## config.mk

```make
export PLATFORM = sky130hd
export DESIGN_NAME = obis_meter_line_parser
export DESIGN_NICKNAME = d
export VERILOG_FILES = /design/src/hw/rtl/obis_pkg.sv /design/src/hw/rtl/obis_code_match.sv /design/src/hw/rtl/obis_num_parse.sv /design/src/hw/rtl/obis_result.sv /design/src/hw/rtl/obis_meter_line_parser.sv
export SDC_FILE = /design/constraint.sdc
export NUM_CORES = 1
export LEC_CHECK = 0
export ABC_AREA = 1
export BUFFER_PORTS_ARGS = -buffer_cell sky130_fd_sc_hd__buf_2
export CAP_MARGIN = 30
export CORE_ASPECT_RATIO = 1.75
export CORE_MARGIN = 5
export CORE_UTILIZATION = 29
export CTS_CLUSTER_DIAMETER = 120
export DETAILED_ROUTE_END_ITERATION = 16
export HOLD_SLACK_MARGIN = 0.15
export PLACE_DENSITY = 0.55
export SYNTH_ARGS = -nofsm -noshare
export SYNTH_HDL_FRONTEND = slang
export SYNTH_SLANG_ARGS = --single-unit
export TNS_END_PERCENT = 50
```

## constraint.sdc

```tcl
create_clock -name clock -period 5.7 [get_ports clock]
set_clock_uncertainty 0.05 [all_clocks]
set_input_delay 0.855 -clock clock [delete_from_list [all_inputs] [get_ports clock]]
set_output_delay 0.855 -clock clock [all_outputs]
set_load 0.02 [all_outputs]
```

## src/hw/rtl/obis_pkg.sv

```systemverilog
// shared types, character codes and the obis code table of the line parser
// no dependencies
package obis_pkg;

   localparam int CODE_CHARS  = 16;
   localparam int FRAC_DIGITS = 3;
   localparam int VALUE_BITS  = 40;

   localparam int NUM_CODES    = 26;
   localparam int CODE_MAX_LEN = 10;
   localparam int STAMP_LEN    = 9;
   localparam int IDX_BITS     = 5;
   localparam int LEN_BITS     = $clog2(CODE_CHARS + 1);
   localparam int FC_BITS      = (FRAC_DIGITS > 0) ? $clog2(FRAC_DIGITS + 1) : 1;
   localparam int SCALE_BITS   = 20;

   localparam logic [7:0] CHAR_LF     = 8'h0A;
   localparam logic [7:0] CHAR_CR     = 8'h0D;
   localparam logic [7:0] CHAR_LPAREN = 8'h28;
   localparam logic [7:0] CHAR_STAR   = 8'h2A;
   localparam logic [7:0] CHAR_PLUS   = 8'h2B;
   localparam logic [7:0] CHAR_DASH   = 8'h2D;
   localparam logic [7:0] CHAR_DOT    = 8'h2E;
   localparam logic [7:0] CHAR_SPACE  = 8'h20;
   localparam logic [7:0] CHAR_TAB    = 8'h09;
   localparam logic [7:0] CHAR_VT     = 8'h0B;
   localparam logic [7:0] CHAR_FF     = 8'h0C;
   localparam logic [7:0] CHAR_ZERO   = 8'h30;
   localparam logic [7:0] CHAR_NINE   = 8'h39;

   typedef enum logic [2:0] {
      PH_CODE,
      PH_LEAD,
      PH_SIGN,
      PH_INT,
      PH_FRAC,
      PH_DONE,
      PH_STAR
   } phase_type;

   typedef enum logic [2:0] {
      ST_OK,
      ST_UNKNOWN,
      ST_NO_PAREN,
      ST_NO_STAR,
      ST_STAR_FIRST,
      ST_NO_DIGITS
   } status_type;

   // codes padded with spaces to the longest length, first char in the top byte
   localparam logic [8*CODE_MAX_LEN-1:0] CODE_TEXT [NUM_CODES] = '{
      "1-0:1.8.0 ", "1-0:2.8.0 ", "1-0:3.8.0 ", "1-0:4.8.0 ",
      "1-0:1.7.0 ", "1-0:2.7.0 ", "1-0:3.7.0 ", "1-0:4.7.0 ",
      "1-0:21.7.0", "1-0:22.7.0", "1-0:41.7.0", "1-0:42.7.0",
      "1-0:61.7.0", "1-0:62.7.0",
      "1-0:23.7.0", "1-0:24.7.0", "1-0:43.7.0", "1-0:44.7.0",
      "1-0:63.7.0", "1-0:64.7.0",
      "1-0:32.7.0", "1-0:52.7.0", "1-0:72.7.0",
      "1-0:31.7.0", "1-0:51.7.0", "1-0:71.7.0"
   };

   localparam logic [LEN_BITS-1:0] CODE_LEN [NUM_CODES] = '{
      LEN_BITS'(9), LEN_BITS'(9), LEN_BITS'(9), LEN_BITS'(9),
      LEN_BITS'(9), LEN_BITS'(9), LEN_BITS'(9), LEN_BITS'(9),
      LEN_BITS'(10), LEN_BITS'(10), LEN_BITS'(10), LEN_BITS'(10),
      LEN_BITS'(10), LEN_BITS'(10),
      LEN_BITS'(10), LEN_BITS'(10), LEN_BITS'(10), LEN_BITS'(10),
      LEN_BITS'(10), LEN_BITS'(10),
      LEN_BITS'(10), LEN_BITS'(10), LEN_BITS'(10),
      LEN_BITS'(10), LEN_BITS'(10), LEN_BITS'(10)
   };

   localparam logic [8*STAMP_LEN-1:0] STAMP_TEXT = "0-0:1.0.0";

   localparam logic [VALUE_BITS-1:0] MAG_CAP = {1'b1, {(VALUE_BITS-1){1'b0}}};

   typedef struct packed {
      logic                matched;
      logic [IDX_BITS-1:0] index;
      logic                dash_seen;
      logic                stamp_seen;
   } code_info_type;

   typedef struct packed {
      phase_type              phase;
      logic                   neg;
      logic                   digit;
      logic [VALUE_BITS-1:0]  acc;
      logic [FC_BITS-1:0]     frac_cnt;
   } num_info_type;

   // power of ten that brings a value with frac_cnt fraction digits to full scale
   function automatic logic [SCALE_BITS-1:0] frac_scale(input logic [FC_BITS-1:0] frac_cnt);
      logic [SCALE_BITS-1:0] s;
      s = SCALE_BITS'(1);
      for (int i = 0; i < FRAC_DIGITS; i++) begin
         if (i >= int'(frac_cnt)) begin
            s = SCALE_BITS'(s * SCALE_BITS'(10));
         end
      end
      return s;
   endfunction

endpackage

```

## src/hw/rtl/obis_code_match.sv

```systemverilog
// code field tracking: per-code match bits, code length, dash and timestamp detection
// depends on obis_pkg
module obis_code_match (
   input  logic                   clock,
   input  logic                   reset,
   input  logic                   step,
   input  logic                   line_end,
   input  logic                   in_code,
   input  logic [7:0]             data_byte,
   output obis_pkg::code_info_type code_info
);
   import obis_pkg::*;

   logic [NUM_CODES-1:0]     alive_ff, alive_in;
   logic [LEN_BITS-1:0]      code_len_ff, code_len_in;
   logic [8*STAMP_LEN-1:0]   recent_ff, recent_in;
   logic                     dash_ff, dash_in;
   logic                     stamp_ff, stamp_in;
   logic [NUM_CODES-1:0]     hit;

   // true when table code k holds byte c at position pos
   function automatic logic char_fits(input int k, input logic [LEN_BITS-1:0] pos,
                                      input logic [7:0] c);
      logic r;
      r = 1'b0;
      for (int p = 0; p < CODE_MAX_LEN; p++) begin
         if (int'(pos) == p && CODE_TEXT[k][8*(CODE_MAX_LEN-p)-1 -: 8] == c) begin
            r = 1'b1;
         end
      end
      return r;
   endfunction

   always_comb begin
      alive_in    = alive_ff;
      code_len_in = code_len_ff;
      recent_in   = recent_ff;
      dash_in     = dash_ff;
      stamp_in    = stamp_ff;
      if (step) begin
         if (data_byte == CHAR_DASH) begin
            dash_in = 1'b1;
         end
         recent_in = {recent_ff[8*(STAMP_LEN-1)-1:0], data_byte};
         if (recent_in == STAMP_TEXT) begin
            stamp_in = 1'b1;
         end
         if (in_code && data_byte != CHAR_LPAREN) begin
            // a code char past the table length kills that entry
            for (int k = 0; k < NUM_CODES; k++) begin
               alive_in[k] = alive_ff[k] && (code_len_ff < CODE_LEN[k]) &&
                             char_fits(k, code_len_ff, data_byte);
            end
            if (code_len_ff < LEN_BITS'(CODE_CHARS)) begin
               code_len_in = code_len_ff + LEN_BITS'(1);
            end
         end
      end
      if (line_end) begin
         alive_in    = '1;
         code_len_in = '0;
         recent_in   = '0;
         dash_in     = 1'b0;
         stamp_in    = 1'b0;
      end
   end

   always_ff @(posedge clock) begin
      if (reset) begin
         alive_ff    <= '1;
         code_len_ff <= '0;
         recent_ff   <= '0;
         dash_ff     <= 1'b0;
         stamp_ff    <= 1'b0;
      end else begin
         alive_ff    <= alive_in;
         code_len_ff <= code_len_in;
         recent_ff   <= recent_in;
         dash_ff     <= dash_in;
         stamp_ff    <= stamp_in;
      end
   end

   always_comb begin
      for (int k = 0; k < NUM_CODES; k++) begin
         hit[k] = alive_ff[k] && (code_len_ff == CODE_LEN[k]);
      end
      code_info.matched    = |hit;
      code_info.index      = '0;
      // lowest table position wins
      for (int k = NUM_CODES - 1; k >= 0; k--) begin
         if (hit[k]) begin
            code_info.index = IDX_BITS'(k);
         end
      end
      code_info.dash_seen  = dash_ff;
      code_info.stamp_seen = stamp_ff;
   end

endmodule

```

## src/hw/rtl/obis_num_parse.sv

```systemverilog
// value field scanner: phase, sign, digit flag, saturating accumulator
// depends on obis_pkg
module obis_num_parse (
   input  logic                  clock,
   input  logic                  reset,
   input  logic                  step,
   input  logic                  line_end,
   input  logic [7:0]            data_byte,
   output obis_pkg::num_info_type num_info
);
   import obis_pkg::*;

   num_info_type num_ff, num_in;
   logic         is_digit;
   logic         is_space;
   logic [3:0]   digit_val;
   logic [VALUE_BITS-1:0] acc_next;

   // acc * 10 + d, clamped at the magnitude cap
   function automatic logic [VALUE_BITS-1:0] mul10_add(input logic [VALUE_BITS-1:0] acc,
                                                      input logic [3:0] d);
      logic [VALUE_BITS+3:0] t;
      t = ({4'b0, acc} << 3) + ({4'b0, acc} << 1) + (VALUE_BITS+4)'(d);
      if (t > {4'b0, MAG_CAP}) begin
         return MAG_CAP;
      end
      return t[VALUE_BITS-1:0];
   endfunction

   assign is_digit  = data_byte inside {[CHAR_ZERO:CHAR_NINE]};
   assign is_space  = data_byte inside {CHAR_SPACE, CHAR_TAB, CHAR_VT, CHAR_FF};
   assign digit_val = data_byte[3:0];
   assign acc_next  = mul10_add(num_ff.acc, digit_val);

   always_comb begin
      num_in = num_ff;
      if (step) begin
         if (num_ff.phase == PH_CODE) begin
            if (data_byte == CHAR_LPAREN) begin
               num_in.phase = PH_LEAD;
            end
         end else if (num_ff.phase != PH_STAR) begin
            if (data_byte == CHAR_STAR) begin
               num_in.phase = PH_STAR;
            end else begin
               case (num_ff.phase)
                  PH_LEAD, PH_SIGN: begin
                     if (num_ff.phase == PH_LEAD && is_space) begin
                        num_in.phase = PH_LEAD;
                     end else if (num_ff.phase == PH_LEAD &&
                                  (data_byte == CHAR_PLUS || data_byte == CHAR_DASH)) begin
                        num_in.neg   = num_ff.neg | (data_byte == CHAR_DASH);
                        num_in.phase = PH_SIGN;
                     end else if (is_digit) begin
                        num_in.digit = 1'b1;
                        num_in.acc   = acc_next;
                        num_in.phase = PH_INT;
                     end else if (data_byte == CHAR_DOT) begin
                        num_in.phase = PH_FRAC;
                     end else begin
                        num_in.phase = PH_DONE;
                     end
                  end
                  PH_INT: begin
                     if (is_digit) begin
                        num_in.acc = acc_next;
                     end else if (data_byte == CHAR_DOT) begin
                        num_in.phase = PH_FRAC;
                     end else begin
                        num_in.phase = PH_DONE;
                     end
                  end
                  PH_FRAC: begin
                     if (is_digit) begin
                        num_in.digit = 1'b1;
                        // digits past the kept precision are dropped
                        if (int'(num_ff.frac_cnt) < FRAC_DIGITS) begin
                           num_in.acc      = acc_next;
                           num_in.frac_cnt = num_ff.frac_cnt + FC_BITS'(1);
                        end
                     end else begin
                        num_in.phase = PH_DONE;
                     end
                  end
                  default: begin
                     num_in.phase = num_ff.phase;
                  end
               endcase
            end
         end
      end
      if (line_end) begin
         num_in.phase    = PH_CODE;
         num_in.neg      = 1'b0;
         num_in.digit    = 1'b0;
         num_in.acc      = '0;
         num_in.frac_cnt = '0;
      end
   end

   always_ff @(posedge clock) begin
      if (reset) begin
         num_ff.phase    <= PH_CODE;
         num_ff.neg      <= 1'b0;
         num_ff.digit    <= 1'b0;
         num_ff.acc      <= '0;
         num_ff.frac_cnt <= '0;
      end else begin
         num_ff <= num_in;
      end
   end

   assign num_info = num_ff;

endmodule

```

## src/hw/rtl/obis_result.sv

```systemverilog
// line end evaluation: status, scaling and clamping, and the result register
// depends on obis_pkg
module obis_result (
   input  logic                           clock,
   input  logic                           reset,
   input  logic                           line_end,
   input  obis_pkg::code_info_type        code_info,
   input  obis_pkg::num_info_type         num_info,
   input  logic                           rsp_ready,
   output logic                           rsp_valid,
   output logic [obis_pkg::IDX_BITS-1:0]  rsp_quantity_index,
   output logic signed [obis_pkg::VALUE_BITS-1:0] rsp_value_milli,
   output logic [2:0]                     rsp_line_status
);
   import obis_pkg::*;

   logic                            valid_ff, valid_in;
   logic [IDX_BITS-1:0]             index_ff, index_in;
   logic [VALUE_BITS-1:0]           value_ff, value_in;
   status_type                      status_ff, status_in;
   logic [VALUE_BITS+SCALE_BITS-1:0] scaled [FRAC_DIGITS+1];
   logic [VALUE_BITS+SCALE_BITS-1:0] product;
   logic [VALUE_BITS-1:0]           mag;
   logic                            emit;

   assign emit    = line_end && code_info.dash_seen && !code_info.stamp_seen;

   // one constant multiply per possible fraction count, then pick
   always_comb begin
      for (int j = 0; j <= FRAC_DIGITS; j++) begin
         scaled[j] = {{SCALE_BITS{1'b0}}, num_info.acc} *
                     {{VALUE_BITS{1'b0}}, frac_scale(FC_BITS'(j))};
      end
   end

   assign product = scaled[num_info.frac_cnt];
   assign mag     = (product > {{SCALE_BITS{1'b0}}, MAG_CAP}) ? MAG_CAP
                                                              : product[VALUE_BITS-1:0];

   always_comb begin
      index_in  = code_info.index;
      value_in  = '0;
      status_in = ST_OK;
      if (!code_info.matched) begin
         status_in = ST_UNKNOWN;
         index_in  = '0;
      end else if (num_info.phase == PH_CODE) begin
         status_in = ST_NO_PAREN;
      end else if (num_info.phase != PH_STAR) begin
         status_in = ST_NO_STAR;
      end else if (!num_info.digit) begin
         status_in = ST_NO_DIGITS;
      end else if (num_info.neg) begin
         value_in = -mag;
      end else begin
         value_in = (mag == MAG_CAP) ? MAG_CAP - VALUE_BITS'(1) : mag;
      end
   end

   always_comb begin
      valid_in = valid_ff;
      if (rsp_ready) begin
         valid_in = 1'b0;
      end
      if (emit) begin
         valid_in = 1'b1;
      end
   end

   always_ff @(posedge clock) begin
      if (reset) begin
         valid_ff <= 1'b0;
      end else begin
         valid_ff <= valid_in;
      end
   end

   always_ff @(posedge clock) begin
      if (emit) begin
         index_ff  <= index_in;
         value_ff  <= value_in;
         status_ff <= status_in;
      end
   end

   assign rsp_valid          = valid_ff;
   assign rsp_quantity_index = index_ff;
   assign rsp_value_milli    = value_ff;
   assign rsp_line_status    = status_ff;

endmodule

```

## src/hw/rtl/obis_meter_line_parser.sv

```systemverilog
// obis meter line parser, top level
// depends on obis_pkg, obis_code_match, obis_num_parse, obis_result
//
// usage:
//   req channel: one telegram byte per beat (req_data_byte). carriage return is
//   dropped, line feed closes the line.
//   rsp channel: at most one beat per line, on its line feed. lines with no dash
//   or holding the timestamp code give nothing. a beat carries the table
//   position of the matched code, the value in milli-units (saturated, two's
//   complement) and a status code.
// throughput: one byte per cycle while req_ready is high. each byte updates the
//   registered line state; code matching runs incrementally, one table column per byte.
// latency: the result beat shows on rsp_valid the cycle after its line feed
//   beat is taken, from a single result register.
// stall: while a result waits on rsp_ready, req_ready stays high as soon as
//   rsp_ready is high; with rsp_ready low it drops until the result leaves.
// reset: synchronous, clears line state and drops any pending result; the
//   block takes bytes in the first cycle after reset.
module obis_meter_line_parser (
   input  logic                                   clock,
   input  logic                                   reset,
   input  logic                                   req_valid,
   output logic                                   req_ready,
   input  logic [7:0]                             req_data_byte,
   output logic                                   rsp_valid,
   input  logic                                   rsp_ready,
   output logic [obis_pkg::IDX_BITS-1:0]          rsp_quantity_index,
   output logic signed [obis_pkg::VALUE_BITS-1:0] rsp_value_milli,
   output logic [2:0]                             rsp_line_status
);
   import obis_pkg::*;

   logic          accept;
   logic          step;
   logic          line_end;
   code_info_type code_info;
   num_info_type  num_info;

   assign req_ready = !rsp_valid || rsp_ready;
   assign accept    = req_valid && req_ready;
   assign line_end  = accept && (req_data_byte == CHAR_LF);
   assign step      = accept && (req_data_byte != CHAR_LF) && (req_data_byte != CHAR_CR);

   obis_code_match u_code (
      .clock     (clock),
      .reset     (reset),
      .step      (step),
      .line_end  (line_end),
      .in_code   (num_info.phase == PH_CODE),
      .data_byte (req_data_byte),
      .code_info (code_info)
   );

   obis_num_parse u_num (
      .clock     (clock),
      .reset     (reset),
      .step      (step),
      .line_end  (line_end),
      .data_byte (req_data_byte),
      .num_info  (num_info)
   );

   obis_result u_result (
      .clock              (clock),
      .reset              (reset),
      .line_end           (line_end),
      .code_info          (code_info),
      .num_info           (num_info),
      .rsp_ready          (rsp_ready),
      .rsp_valid          (rsp_valid),
      .rsp_quantity_index (rsp_quantity_index),
      .rsp_value_milli    (rsp_value_milli),
      .rsp_line_status    (rsp_line_status)
   );

endmodule

```

==> summary by stage <==
Layout
The most common library cell in the layout ignoring fill and taps is sky130_fd_sc_hd__nand2_1. In the final layout, flip-flops and latches occupy around 4500 um2. In the layout the commonest cells are sky130_fd_sc_hd__nand2_1 (1,152), sky130_fd_sc_hd__inv_1 (824), sky130_fd_sc_hd__buf_4 (652), sky130_fd_sc_hd__nor2_1 (302), sky130_fd_sc_hd__a21oi_1 (278). The number of antenna repair diodes is 0.

The area used by multi-input combinational logic is 21,800 um2. The area of all placed cells without fillers is 37,800 um2. For this run, the post-layout net count is 5,615.

From synthesis to final layout, the design area changed by 34.7%. The post-route netlist has 24.6% of its cells at a drive strength greater than 1. The filler cells instantiated in the layout total 10,400.

Worst setup path
The worst setup path is launched from a flip-flop. On the worst path, the slowest cell contributes a delay of 0.52 ns. In this run the worst path has a maximum fanout of 6. By instance count, the cell type seen most on the critical path is sky130_fd_sc_hd__nor2_4. For this design, the slowest cell found on the critical path is sky130_fd_sc_hd__fa_1. Data on the critical path is required at its endpoint by 5.85 ns. The arrival time of the worst setup path is between 6 and 7 ns.

STA classifies the critical path endpoint as a flip-flop. The startpoint-to-endpoint class of the critical path is flip-flop to flip-flop.

Synthesis
In this run, synthesis inferred 48 flip-flops with an integrated enable. The cell count after synthesis is 4,462. The number of distinct standard cells referenced by the synthesized netlist is 61. Sequential cells were found to cover between 10% and 20% of the synthesized design area. The synthesized area per cell is 6.30 um2. In this run, synthesis produced a sequential element count of around 190. The post-synthesis net count is 4,933. The netlist area before placement is 28,100 um2. The proportion of register bits with asynchronous set or reset after synthesis is 0%. The number of warnings reported in the yosys synthesis log is 0. The most common flop cell mapped by yosys is sky130_fd_sc_hd__dfxtp_1.

Clock network
TritonCTS built the clock tree. The number of CTS-inserted buffers is 17. The number of buffers between clock root and the deepest sink is 2. The cell sitting at the root of the clock tree is a sky130_fd_sc_hd__clkbuf_16. The H-tree was split into 4 levels.

The insertion delay to the later sink of the worst-skew pair is 0.51 ns. The TritonCTS sink count is 193. After clock tree synthesis, the clock-pin slew on the worst setup and hold paths is 0.09 ns.

STA
The slew at the pin closest to its max-slew limit is 1.20 ns. The worst hold margin is ~0.40 ns. Setup violations remaining at the end of the flow were counted as 40. Timing would allow up to 157 MHz. Setup repair after global routing could not meet its margin everywhere. The shortest period the worst path allows is 6.37 ns. The final critical path takes up 112% of the cycle.

The final number of max-transition violations was 0. The worst slew margin relative to its limit is 20.0%. The total count of hold-check failures in the final report is 0. Setup slack on the critical path of the routed design comes to -0.669 ns.

Floorplanning
In this run the vertical extent of the chip is 422 um. The placeable core area is just under 100,000 um2. The initial core utilization is 29.1%. The die is around 250 um wide. In this run the core area contains ~150 standard-cell rows. The I/O pin total is 62. The die covers 103,000 um2.

Power and ir drop
Across the VDD grid, the largest voltage drop is 0.248 mV. The areal power density over the cells is 152 nW/um2. The analysis attributes to cell leakage a power of slightly below 0.02 uW.

The completed layout was analyzed and its total power is ~5700 uW.

Detailed routing
The routed layout has 31,400 vias. The count of nets left with antenna violations after detail routing is 0. The DRC marker count from the first detailed-route iteration is roughly 1,800.

The via count normalized by instance count is 4.86. The final layout contains routed wiring with a total length of ~130 mm. For this run, design rule violations remaining after detail routing come to 0. Dividing the detail-routed wire length by the instance count gives 20.1 um.

The first-pass iteration count of the detailed router is 6.

Global route
The first-pass GRT wire length is 192 mm. Entering global routing, the biggest net connects 68 pins. Summed over all layers, the global routing overflow is 0. The number of global-route vias before repair is roughly 32,000. Global routing used 24.5% of the available tracks across all layers. The initial antenna violation count was 0.

Place
The detailed-placement wirelength estimate is 112 mm. The congestion estimate from routability-driven global placement came to about 1.0. At the placement stage, the worst setup path has a slack of -1.40 ns.

The post-detailed-placement cell area is ~35,000 um2. In this run the tool buffered the top-level ports with 61 buffer cells.

Run
The max-cap check violation count is 0.

Status
The flow ran to the end, but the final reports show violations. The final reports fail on setup timing.

Hold path
In this run the worst hold path is classified as flip-flop to flip-flop.
what timing repair did:
item,in CTS,in global routing
resized for setup,206,192
endpoints found under the setup margin,40,40
hold buffers,0,0
pin swaps,63,118
cloned,1,2
buffers inserted,40,23
kinds of logic after synthesis:
kind of cell	synth area share [%]
buffers and inverters	13.4
AOI/OAI and AO/OA	12.2
and+or+nand+nor	31.8
xor gates and xnor gates	1.68
adders and majority gates	25.5
DFF	15.5
synth_stat cells, drive strengths merged (13+ instances only):
master  count  area share, %
nor4       21           0.47
edfxtp     48            5.1
nor2      387            5.4
o21a       13           0.35
nor3       43           0.78
nand2    1315             18
buf        35           0.71
o21bai     19           0.51
clkbuf     56           0.75
a31oi      29           0.65
o211ai     19           0.53
ha        271             12
a21oi     313            5.6
nand3b     40            1.1
nand4      51            1.1
o21ai     193            3.5
inv       890             12
dfxtp     145             10
nand3     263            4.7
xor2       47            1.5
fa        188             13
final timing paths:
check / start / to / slack [ns] / cells past startpoint
setup / recovery: u_num.num_info[31] / u_result.rsp_value_milli[5] / -0.67 / 34
hold / removal: u_code.alive_ff[3] / u_code.alive_ff[3] / 0.40 / 2
setup reg to reg: u_num.num_info[31] / u_result.rsp_value_milli[5] / -0.67 / 34
hold reg to reg: u_code.alive_ff[3] / u_code.alive_ff[3] / 0.40 / 2
where the power goes:
part	switching [uW]	internal [uW]	leakage [uW]
Combinational	1680	1140	0.0180
Sequential	81.1	1500	0.00157
Clock	713	627	0.000301
stage by stage:
stage                     instances  util (%)  TNS (ns)
after floorplan                4462         -     -3.92
after global placement         6360      36.5    -51.43
after detailed placement       6361      36.5    -52.54
after CTS                      6434      38.2    -20.07
after global routing           6457      39.2    -33.17
final                          6457      39.2    -24.16
state kept, by name, summed over array words and instances, names as in the netlist:
name,count
u_code.stamp_ff,1
u_code.alive_ff,26
u_result.rsp_value_milli,40
u_result.rsp_line_status,3
u_num.num_info,47
u_code.recent_ff,64
u_result.rsp_valid,1
u_code.dash_ff,1
u_code.code_len_ff,5
u_result.rsp_quantity_index,5
routing by layer:
metal	GRT usage, %	vias up	part of all wire [%]
met5	0	-	0
met4	19.0	0	9.9
met3	2.16	366	2.9
met2	47.1	799	53
met1	23.4	14800	34
li1	-	15400	-
cell type report:
cell class,instances,share of cell area [%]
Inverter,894,9.09
Clock buffer,18,1.19
Timing Repair Buffer,754,15.5
Clock inverter,14,0.443
Tap cell,1300,4.30
Multi-Input combinational cell,3284,57.7
Sequential cell,193,11.8
critical path, delay by kind of cell (launching register included):
kind,cells,cell delay [ns]
simple gates,19,2.03
buf+inv,7,0.79
xor+xnor,1,0.13
fa+ha+maj,6,2.58
flops,1,0.40
compound gates,1,0.06
Note: power is estimated with default switching activity, not from simulation.
